### src/hw/rtl/mh2_pkg.sv
// Shared types, constants and helpers for the MurmurHash2 bucket selector.
// No dependencies; used by the top level, the modulo unit and the checker.
`default_nettype none

package mh2_pkg;

    // Mixing constants of 32-bit MurmurHash2
    localparam logic [31:0] MIX_MUL     = 32'h5bd1_e995;
    localparam int          MIX_SHIFT   = 24;
    localparam int          FIN_SHIFT_A = 13;
    localparam int          FIN_SHIFT_B = 15;
    localparam logic [31:0] HASH_SEED   = 32'd1;

    // Default limits
    localparam int MAX_KEY_LEN_DEF = 1024;
    localparam int MAX_BUCKETS_DEF = 256;

    // Field widths
    localparam int HASH_W  = 32;
    localparam int BIDX_W  = 8;
    localparam int KIDX_W  = 40;
    localparam int KLEN_W  = 11;
    localparam int BKT_W   = 9;
    localparam int OUT_W   = HASH_W + BIDX_W + KIDX_W;

    // Configuration port
    localparam int          CFG_IDX_W   = 2;
    localparam int          CFG_DATA_W  = KLEN_W;
    localparam logic [CFG_IDX_W-1:0] REG_KEY_LEN = 2'd0;
    localparam logic [CFG_IDX_W-1:0] REG_BKT_CNT = 2'd1;

    // Register reset values
    localparam logic [KLEN_W-1:0] KEY_LEN_RST = 11'd32;
    localparam logic [BKT_W-1:0]  BKT_CNT_RST = 9'd1;

    // Request to the modulo unit
    typedef struct packed {
        logic              start;
        logic [HASH_W-1:0] dividend;
        logic [BKT_W-1:0]  divisor;
    } t_mod_req;

    // Response from the modulo unit
    typedef struct packed {
        logic             done;
        logic [BKT_W-1:0] remainder;
    } t_mod_rsp;

    // Zero reads as one, anything above the limit reads as the limit.
    function automatic logic [31:0] sat_range(input logic [31:0] value,
                                              input logic [31:0] limit);
        logic [31:0] res;
        if (value == 32'd0) begin
            res = 32'd1;
        end else if (value > limit) begin
            res = limit;
        end else begin
            res = value;
        end
        return res;
    endfunction

endpackage

`default_nettype wire

### src/hw/rtl/mh2_mod_unit.sv
// Bit-serial restoring remainder unit: hash modulo bucket count.
// Depends on mh2_pkg for widths and the request and response structs.
`default_nettype none

module mh2_mod_unit (
    input  wire logic              i_clk,
    input  wire logic              i_rst_n,
    input  wire mh2_pkg::t_mod_req i_req,
    output mh2_pkg::t_mod_rsp      o_rsp
);

    localparam int CNT_W = $clog2(mh2_pkg::HASH_W + 1);

    logic                        r_busy;
    logic                        r_done;
    logic [CNT_W-1:0]            r_cnt;
    logic [mh2_pkg::HASH_W-1:0]  r_dvd;
    logic [mh2_pkg::BKT_W-1:0]   r_rem;
    logic [mh2_pkg::BKT_W-1:0]   r_div;
    logic [mh2_pkg::BKT_W:0]     trial;

    // Bring down the next dividend bit beside the partial remainder
    assign trial = {r_rem, r_dvd[mh2_pkg::HASH_W-1]};

    // One quotient bit per cycle, most significant first
    always_ff @(posedge i_clk) begin
        if (!i_rst_n) begin
            r_busy <= 1'b0;
            r_done <= 1'b0;
            r_cnt  <= '0;
        end else begin
            r_done <= 1'b0;
            if (i_req.start) begin
                r_busy <= 1'b1;
                r_cnt  <= CNT_W'(mh2_pkg::HASH_W);
                r_dvd  <= i_req.dividend;
                r_div  <= i_req.divisor;
                r_rem  <= '0;
            end else if (r_busy) begin
                if (trial >= {1'b0, r_div}) begin
                    r_rem <= mh2_pkg::BKT_W'(trial - {1'b0, r_div});
                end else begin
                    r_rem <= trial[mh2_pkg::BKT_W-1:0];
                end
                r_dvd <= r_dvd << 1;
                r_cnt <= r_cnt - 1'b1;
                if (r_cnt == CNT_W'(1)) begin
                    r_busy <= 1'b0;
                    r_done <= 1'b1;
                end
            end
        end
    end

    assign o_rsp.done      = r_done;
    assign o_rsp.remainder = r_rem;

endmodule

`default_nettype wire

### src/hw/rtl/murmurhash2_bucket_select.sv
// Top level of the MurmurHash2 bucket selector: byte packing, mixing sequencer
// and output register. Depends on mh2_pkg and mh2_mod_unit.
//
//  Channel  | Direction | Handshake               | Word
//  ---------+-----------+-------------------------+---------------------------------
//  s        | in        | i_s_tvalid / o_s_tready | key_byte [7:0]
//  m        | out       | o_m_tvalid / i_m_tready | hash, bucket, key index (80 bits)
//  cfg      | in        | i_cfg_valid/o_cfg_ready | index [1:0], data [10:0]
//
// A byte that does not complete a 4-byte word is only packed; one that does sends
// the word three times through the single 32-bit multiplier (S_K1, S_K2, S_H).
// After the last byte of a key come tail fold (S_TAIL), avalanche (S_FIN1, S_FIN2),
// the start of the bit-serial modulo unit (S_MODST) and the wait for it (S_MOD); the
// result then enters the output register from S_EMIT.
// Reset is synchronous and active low. A stalled output word holds the sequencer
// only once the next result is ready; bytes are taken meanwhile.
`default_nettype none

module murmurhash2_bucket_select #(
    parameter int MAX_KEY_LEN = mh2_pkg::MAX_KEY_LEN_DEF,
    parameter int MAX_BUCKETS = mh2_pkg::MAX_BUCKETS_DEF
) (
    input  wire logic                           i_clk,
    input  wire logic                           i_rst_n,
    // key_byte [7:0]
    input  wire logic [7:0]                     i_s_tdata,
    input  wire logic                           i_s_tvalid,
    output logic                                o_s_tready,
    // hash_value [31:0], bucket_index [39:32], key_index [79:40]
    output logic [mh2_pkg::OUT_W-1:0]           o_m_tdata,
    output logic                                o_m_tvalid,
    input  wire logic                           i_m_tready,
    input  wire logic                           i_cfg_valid,
    output logic                                o_cfg_ready,
    input  wire logic [mh2_pkg::CFG_IDX_W-1:0]  i_cfg_index,
    input  wire logic [mh2_pkg::CFG_DATA_W-1:0] i_cfg_data
);

    localparam int LEN_W = $clog2(MAX_KEY_LEN + 1);

    localparam logic [3:0] S_IDLE  = 4'd0;
    localparam logic [3:0] S_K1    = 4'd1;
    localparam logic [3:0] S_K2    = 4'd2;
    localparam logic [3:0] S_H     = 4'd3;
    localparam logic [3:0] S_TAIL  = 4'd4;
    localparam logic [3:0] S_FIN1  = 4'd5;
    localparam logic [3:0] S_FIN2  = 4'd6;
    localparam logic [3:0] S_MODST = 4'd7;
    localparam logic [3:0] S_MOD   = 4'd8;
    localparam logic [3:0] S_EMIT  = 4'd9;

    logic [3:0]                     r_state;
    logic [mh2_pkg::KLEN_W-1:0]     r_key_len;
    logic [mh2_pkg::BKT_W-1:0]      r_bkt_cnt;
    logic [31:0]                    r_hash;
    logic [31:0]                    r_k;
    logic [31:0]                    r_word;
    logic [LEN_W-1:0]               r_pos;
    logic [mh2_pkg::KIDX_W-1:0]     r_kcnt;
    logic                           r_out_valid;
    logic [mh2_pkg::OUT_W-1:0]      r_out_data;

    logic [LEN_W-1:0]               eff_len;
    logic [LEN_W-1:0]               cfg_len_eff;
    logic [mh2_pkg::BKT_W-1:0]      eff_bkt;
    logic [LEN_W-1:0]               pos_inc;
    logic [31:0]                    n_word;
    logic [31:0]                    mul_a;
    logic [31:0]                    mul_p;
    logic                           s_acc;
    logic                           cfg_acc;
    mh2_pkg::t_mod_req              mod_req;
    mh2_pkg::t_mod_rsp              mod_rsp;

    // Effective limits after saturation
    assign eff_len     = LEN_W'(mh2_pkg::sat_range(32'(r_key_len), 32'(MAX_KEY_LEN)));
    assign cfg_len_eff = LEN_W'(mh2_pkg::sat_range(32'(i_cfg_data), 32'(MAX_KEY_LEN)));
    assign eff_bkt     = mh2_pkg::BKT_W'(mh2_pkg::sat_range(32'(r_bkt_cnt),
                                                            32'(MAX_BUCKETS)));

    // Handshakes: configuration takes priority over a byte in the same cycle
    assign o_cfg_ready = (r_state == S_IDLE);
    assign o_s_tready  = (r_state == S_IDLE) && !i_cfg_valid;
    assign cfg_acc     = i_cfg_valid && o_cfg_ready;
    assign s_acc       = i_s_tvalid && o_s_tready;

    // Little-endian packing of the incoming byte
    assign pos_inc = r_pos + 1'b1;
    assign n_word  = r_word | (32'(i_s_tdata) << {r_pos[1:0], 3'b000});

    // Operand selection for the shared multiplier
    always_comb begin
        case (r_state)
            S_K1:    mul_a = r_k;
            S_K2:    mul_a = r_k ^ (r_k >> mh2_pkg::MIX_SHIFT);
            S_H:     mul_a = r_hash;
            S_TAIL:  mul_a = r_hash ^ r_word;
            S_FIN1:  mul_a = r_hash ^ (r_hash >> mh2_pkg::FIN_SHIFT_A);
            default: mul_a = r_hash;
        endcase
    end

    // Low 32 bits of the product with the mixing constant
    assign mul_p = mul_a * mh2_pkg::MIX_MUL;

    // Remainder request once the avalanche has settled
    assign mod_req.start    = (r_state == S_MODST);
    assign mod_req.dividend = r_hash;
    assign mod_req.divisor  = eff_bkt;

    mh2_mod_unit u_mod (
        .i_clk   (i_clk),
        .i_rst_n (i_rst_n),
        .i_req   (mod_req),
        .o_rsp   (mod_rsp)
    );

    // Sequencer, hash state and output register
    always_ff @(posedge i_clk) begin
        if (!i_rst_n) begin
            r_state     <= S_IDLE;
            r_key_len   <= mh2_pkg::KEY_LEN_RST;
            r_bkt_cnt   <= mh2_pkg::BKT_CNT_RST;
            r_hash      <= mh2_pkg::HASH_SEED ^ mh2_pkg::sat_range(
                               32'(mh2_pkg::KEY_LEN_RST), 32'(MAX_KEY_LEN));
            r_word      <= '0;
            r_pos       <= '0;
            r_kcnt      <= '0;
            r_out_valid <= 1'b0;
        end else begin
            if (r_out_valid && i_m_tready) begin
                r_out_valid <= 1'b0;
            end
            unique case (r_state)
                S_IDLE: begin
                    if (cfg_acc) begin
                        unique case (i_cfg_index)
                            mh2_pkg::REG_KEY_LEN: begin
                                r_key_len <= i_cfg_data;
                                r_hash    <= mh2_pkg::HASH_SEED ^ 32'(cfg_len_eff);
                                r_word    <= '0;
                                r_pos     <= '0;
                            end
                            mh2_pkg::REG_BKT_CNT: begin
                                r_bkt_cnt <= i_cfg_data[mh2_pkg::BKT_W-1:0];
                            end
                            default: begin
                            end
                        endcase
                    end else if (s_acc) begin
                        r_pos <= pos_inc;
                        if (pos_inc[1:0] == 2'b00) begin
                            r_k     <= n_word;
                            r_word  <= '0;
                            r_state <= S_K1;
                        end else begin
                            r_word <= n_word;
                            if (pos_inc >= eff_len) begin
                                r_state <= S_TAIL;
                            end
                        end
                    end
                end
                S_K1: begin
                    r_k     <= mul_p;
                    r_state <= S_K2;
                end
                S_K2: begin
                    r_k     <= mul_p;
                    r_state <= S_H;
                end
                S_H: begin
                    r_hash  <= mul_p ^ r_k;
                    r_state <= (r_pos >= eff_len) ? S_TAIL : S_IDLE;
                end
                S_TAIL: begin
                    // A key whose length is a whole number of words has no tail
                    if (eff_len[1:0] != 2'b00) begin
                        r_hash <= mul_p;
                    end
                    r_state <= S_FIN1;
                end
                S_FIN1: begin
                    r_hash  <= mul_p;
                    r_state <= S_FIN2;
                end
                S_FIN2: begin
                    r_hash  <= r_hash ^ (r_hash >> mh2_pkg::FIN_SHIFT_B);
                    r_state <= S_MODST;
                end
                S_MODST: begin
                    r_state <= S_MOD;
                end
                S_MOD: begin
                    if (mod_rsp.done) begin
                        r_state <= S_EMIT;
                    end
                end
                S_EMIT: begin
                    // Load the result once the previous word has gone
                    if (!r_out_valid || i_m_tready) begin
                        r_out_valid <= 1'b1;
                        r_out_data  <= {r_kcnt,
                                        mod_rsp.remainder[mh2_pkg::BIDX_W-1:0],
                                        r_hash};
                        r_kcnt      <= r_kcnt + 1'b1;
                        r_hash      <= mh2_pkg::HASH_SEED ^ 32'(eff_len);
                        r_word      <= '0;
                        r_pos       <= '0;
                        r_state     <= S_IDLE;
                    end
                end
                default: begin
                    r_state <= S_IDLE;
                end
            endcase
        end
    end

    assign o_m_tvalid = r_out_valid;
    assign o_m_tdata  = r_out_data;

endmodule

`default_nettype wire

### config.mk
export PLATFORM = sky130hd
export DESIGN_NAME = murmurhash2_bucket_select
export DESIGN_NICKNAME = d
export VERILOG_FILES = /design/src/hw/rtl/mh2_pkg.sv /design/src/hw/rtl/mh2_mod_unit.sv /design/src/hw/rtl/murmurhash2_bucket_select.sv
export SDC_FILE = /design/constraint.sdc
export NUM_CORES = 1
export LEC_CHECK = 0
export ABC_AREA = 1
export BUFFER_PORTS_ARGS = -buffer_cell sky130_fd_sc_hd__buf_2
export CAP_MARGIN = 20
export CORE_MARGIN = 2
export CORE_UTILIZATION = 53
export DETAILED_ROUTE_END_ITERATION = 6
export GPL_TIMING_DRIVEN = 0
export MAX_ROUTING_LAYER = met4
export PLACE_DENSITY = 0.7
export SLEW_MARGIN = 20
export SYNTH_ARGS = -nofsm -noshare
export SYNTH_HDL_FRONTEND = slang
export SYNTH_SLANG_ARGS = --single-unit
### constraint.sdc
create_clock -name i_clk -period 14.8 [get_ports i_clk]
set_input_delay 2.96 -clock i_clk [delete_from_list [all_inputs] [get_ports i_clk]]
set_output_delay 2.96 -clock i_clk [all_outputs]
set_load 0.01 [all_outputs]
==> impl_metrics.tcl <==
set metrics [dict create \
    r2r-start "r_state[0]" \
    slew_headroom 0.204 \
    crit_required_ns 15.19 \
    grt_pass1_wl_um 131000 \
    synth_top_cell_area_share 0.193 \
    holdPathStages 0 \
    hold_ws_ns 0.426 \
    nets 3632 \
    syn-num-nets 3464 \
    routed_wl_um 87000 \
    synth_seq_cells 310 \
    antenna_found_initial 5 \
    rsz0062_at_grt "no" \
    endpoint_kind "register" \
    async_flop_share 0 \
    numPortBuffers 107 \
    fin_worst_skew_ns 0.0168 \
    fmax_ghz 0.0924 \
    total_power_w 0.00477 \
    dr.pass1.iters 7 \
    reg2reg_to "r_hash[29]" \
    hold_viol 0 \
    rows 79 \
    synth_edf_count 162 \
    peakVddDrop_mv 0.189 \
    io_pins 109 \
    vias 22100 \
    period_minus_slack_ns 10.83 \
    cp_max_fo 10 \
    numCtsBuffers 34 \
    hold_path.startpoint "r_hash[29]" \
    cts_max_level 2 \
    routed_via_density 5.81 \
    grt_pass1_vias 21600 \
    holdBufCountCts 0 \
    max_stage_delay_ns 0.83 \
    outcome "finished, violations left" \
    drv_cap 0 \
    drc_errors 12 \
    synthCells 3006 \
    place_area_um2 26800 \
    violations "DRC" \
    drive_gt1_frac 0.0869 \
    power_density_nw_per_um2 171 \
    cts_tree "done" \
    final_cell_area_um2 27900 \
    cts.sinks 310 \
    die_x_um 222 \
    cp-start-kind "register" \
    cts_setup_buffers 0 \
    cts_resized 0 \
    insertedDiodeCount 0 \
    dieArea_um2 49200 \
    min_path_type "register to register" \
    fp.dieH_um 222 \
    grt_overflow 0 \
    grt_usage 0.366 \
    synth_top_area_cell "edfxtp_1" \
    postRouteAntennaNets 0 \
    ys_types 64 \
    tightest_slew_ns 1.19 \
    initial_core_util 0.539 \
    post-route-period-util 0.732 \
    r2r_slack_ns 3.97 \
    syn_avg_cell_area_um2 8.37 \
    syn-cell-area_um2 25100 \
    cts_root_buf "clkbuf_16" \
    r2r.worst_path.cells 37 \
    drtIter0Drc 2723 \
    clkSlewWorstSetupHoldPaths_ns 0.06 \
    core_area_um2 46700 \
    p_leak_nw 13.1 \
    yosysSeqAreaShare 0.311 \
    gp_congestion 1.02 \
    crit_slowest_cell "o211ai_1" \
    slew_viol_final 0 \
    grt_max_degree 28 \
    yosys_warnings 0 \
    cts.path.max_buffers 3 \
    wl_per_cell_um 22.9 \
    final.setup.tns_ns 0 \
    hpwl_um 70200 \
    crit_top_cell "fa_1" \
    cp_data_arrival_time_ns 11.22 \
    min_to "o_m_tdata[29]" \
    clk_latency_ns 0.54 \
    finalSetupViolCount 0 \
    critPathKind "register to register" \
    syn2layout_area_growth_pct 10.9 \
    synth_area_leaders "edfxtp_1 (19%), fa_1 (14%), ha_1 (13%), dfxtp_1 (12%), inv_1 (9.2%)" \
    synth_ff_type "edfxtp_1" \
]
==> worst max-delay path by stage <==
stage	cells after the start	slack [ns]	start	end
after floorplan	36	6.72	r_state[0]	r_hash[28]
after global placement	36	3.75	r_state[0]	r_hash[28]
after detailed placement	37	4.36	r_state[0]	r_hash[29]
after CTS	37	4.34	r_state[0]	r_hash[29]
after global routing	37	3.77	r_state[0]	r_hash[29]
final	37	3.97	r_state[0]	r_hash[29]
==> metal layers <==
metal  share of wire  GRT usage
met5               0          -
met4           0.039      0.133
met3            0.10     0.0705
met2            0.43      0.540
met1            0.43      0.503
==> worst max-delay path: cells and delay by family (launching register included) <==
| kind | cells | cell delay [ns] |
|---|---|---|
| adders and majority gates | 9 | 4.29 |
| DFF | 1 | 0.34 |
| buffers and inverters | 12 | 2.65 |
| AOI/OAI and AO/OA | 3 | 1.33 |
| and+or+nand+nor | 13 | 2.03 |
==> stage by stage <==
step	setup slack (ns)	instances	utilization
after floorplan	6.72	3006	-
after global placement	3.75	3720	0.567
after detailed placement	4.36	3745	0.575
after CTS	4.34	3806	0.597
after global routing	3.77	3806	0.598
final	3.97	3806	0.598
==> state kept, by name (all words and copies together) (netlist names) <==
signal and flops:
u_mod.r_div 9, o_m_tvalid 1, o_m_tdata 80, r_key_len 11, r_k 32, r_bkt_cnt 9
u_mod.r_dvd 32, u_mod.r_rem 9, r_state 4, u_mod.r_busy 1, u_mod.r_done 1, r_word 32
u_mod.r_cnt 6, r_hash 32, r_pos 11, r_kcnt 40
==> cell usage in the layout (no fill, tap or decap), types with 18 or more instances in the layout <==
cell type    n
a21oi_1    176
a31oi_1     22
buf_2      117
clkbuf_1    71
clkbuf_16   35
dfxtp_1    148
edfxtp_1   162
fa_1       179
ha_1       253
inv_1      616
nand2_1    498
nand3_1    108
nor2_1     167
nor3_1      37
nor4_1      24
o21ai_0    227
o22ai_1     21
or2_2       18
xnor2_1     38
xor2_1      33
==> layout make-up <==
cell class	count	area, um2
fillers	4167	18800
multi-input cells	1979	14700
flip-flops and latches	310	7830
inverters	631	2370
clock buffers	49	958
repair buffers	132	850
well taps	607	759
plain buffers	86	362
clock inverters	12	104
==> logic make-up (layout without fill, tap and decap cells) <==
| kind of cell | after synthesis | in the layout | synth area share |
|---|---|---|---|
| simple gates | 927 | 927 | 0.163 |
| buf+inv | 717 | 910 | 0.109 |
| compound gates | 549 | 549 | 0.124 |
| fa+ha+maj | 432 | 432 | 0.268 |
| flops | 310 | 310 | 0.311 |
| xor+xnor | 71 | 71 | 0.0247 |
==> cell usage after synthesis, drive strengths merged (6+ instances only) <==
library cell / count
a31oi: 22
xnor2: 38
o21ai: 236
o2111ai: 8
nor4: 26
o211ai: 13
fa: 179
xor2: 33
dfxtp: 148
nand4: 15
nand3: 112
o22ai: 21
nor3: 47
a221oi: 7
nand3b: 9
o211a: 12
a32oi: 8
o221ai: 7
nor2: 182
or2: 18
buf: 26
clkbuf: 60
o31ai: 6
nand2: 508
a21oi: 178
ha: 253
inv: 628
edfxtp: 162
==> power by group <==
part	internal (W)	switching, W
Clock	0.000471	0.000366
Sequential	0.000936	0.0000389
Combinational	0.000964	0.00200
Total	0.00237	0.00240
Power figures use the tool's default switching activity.
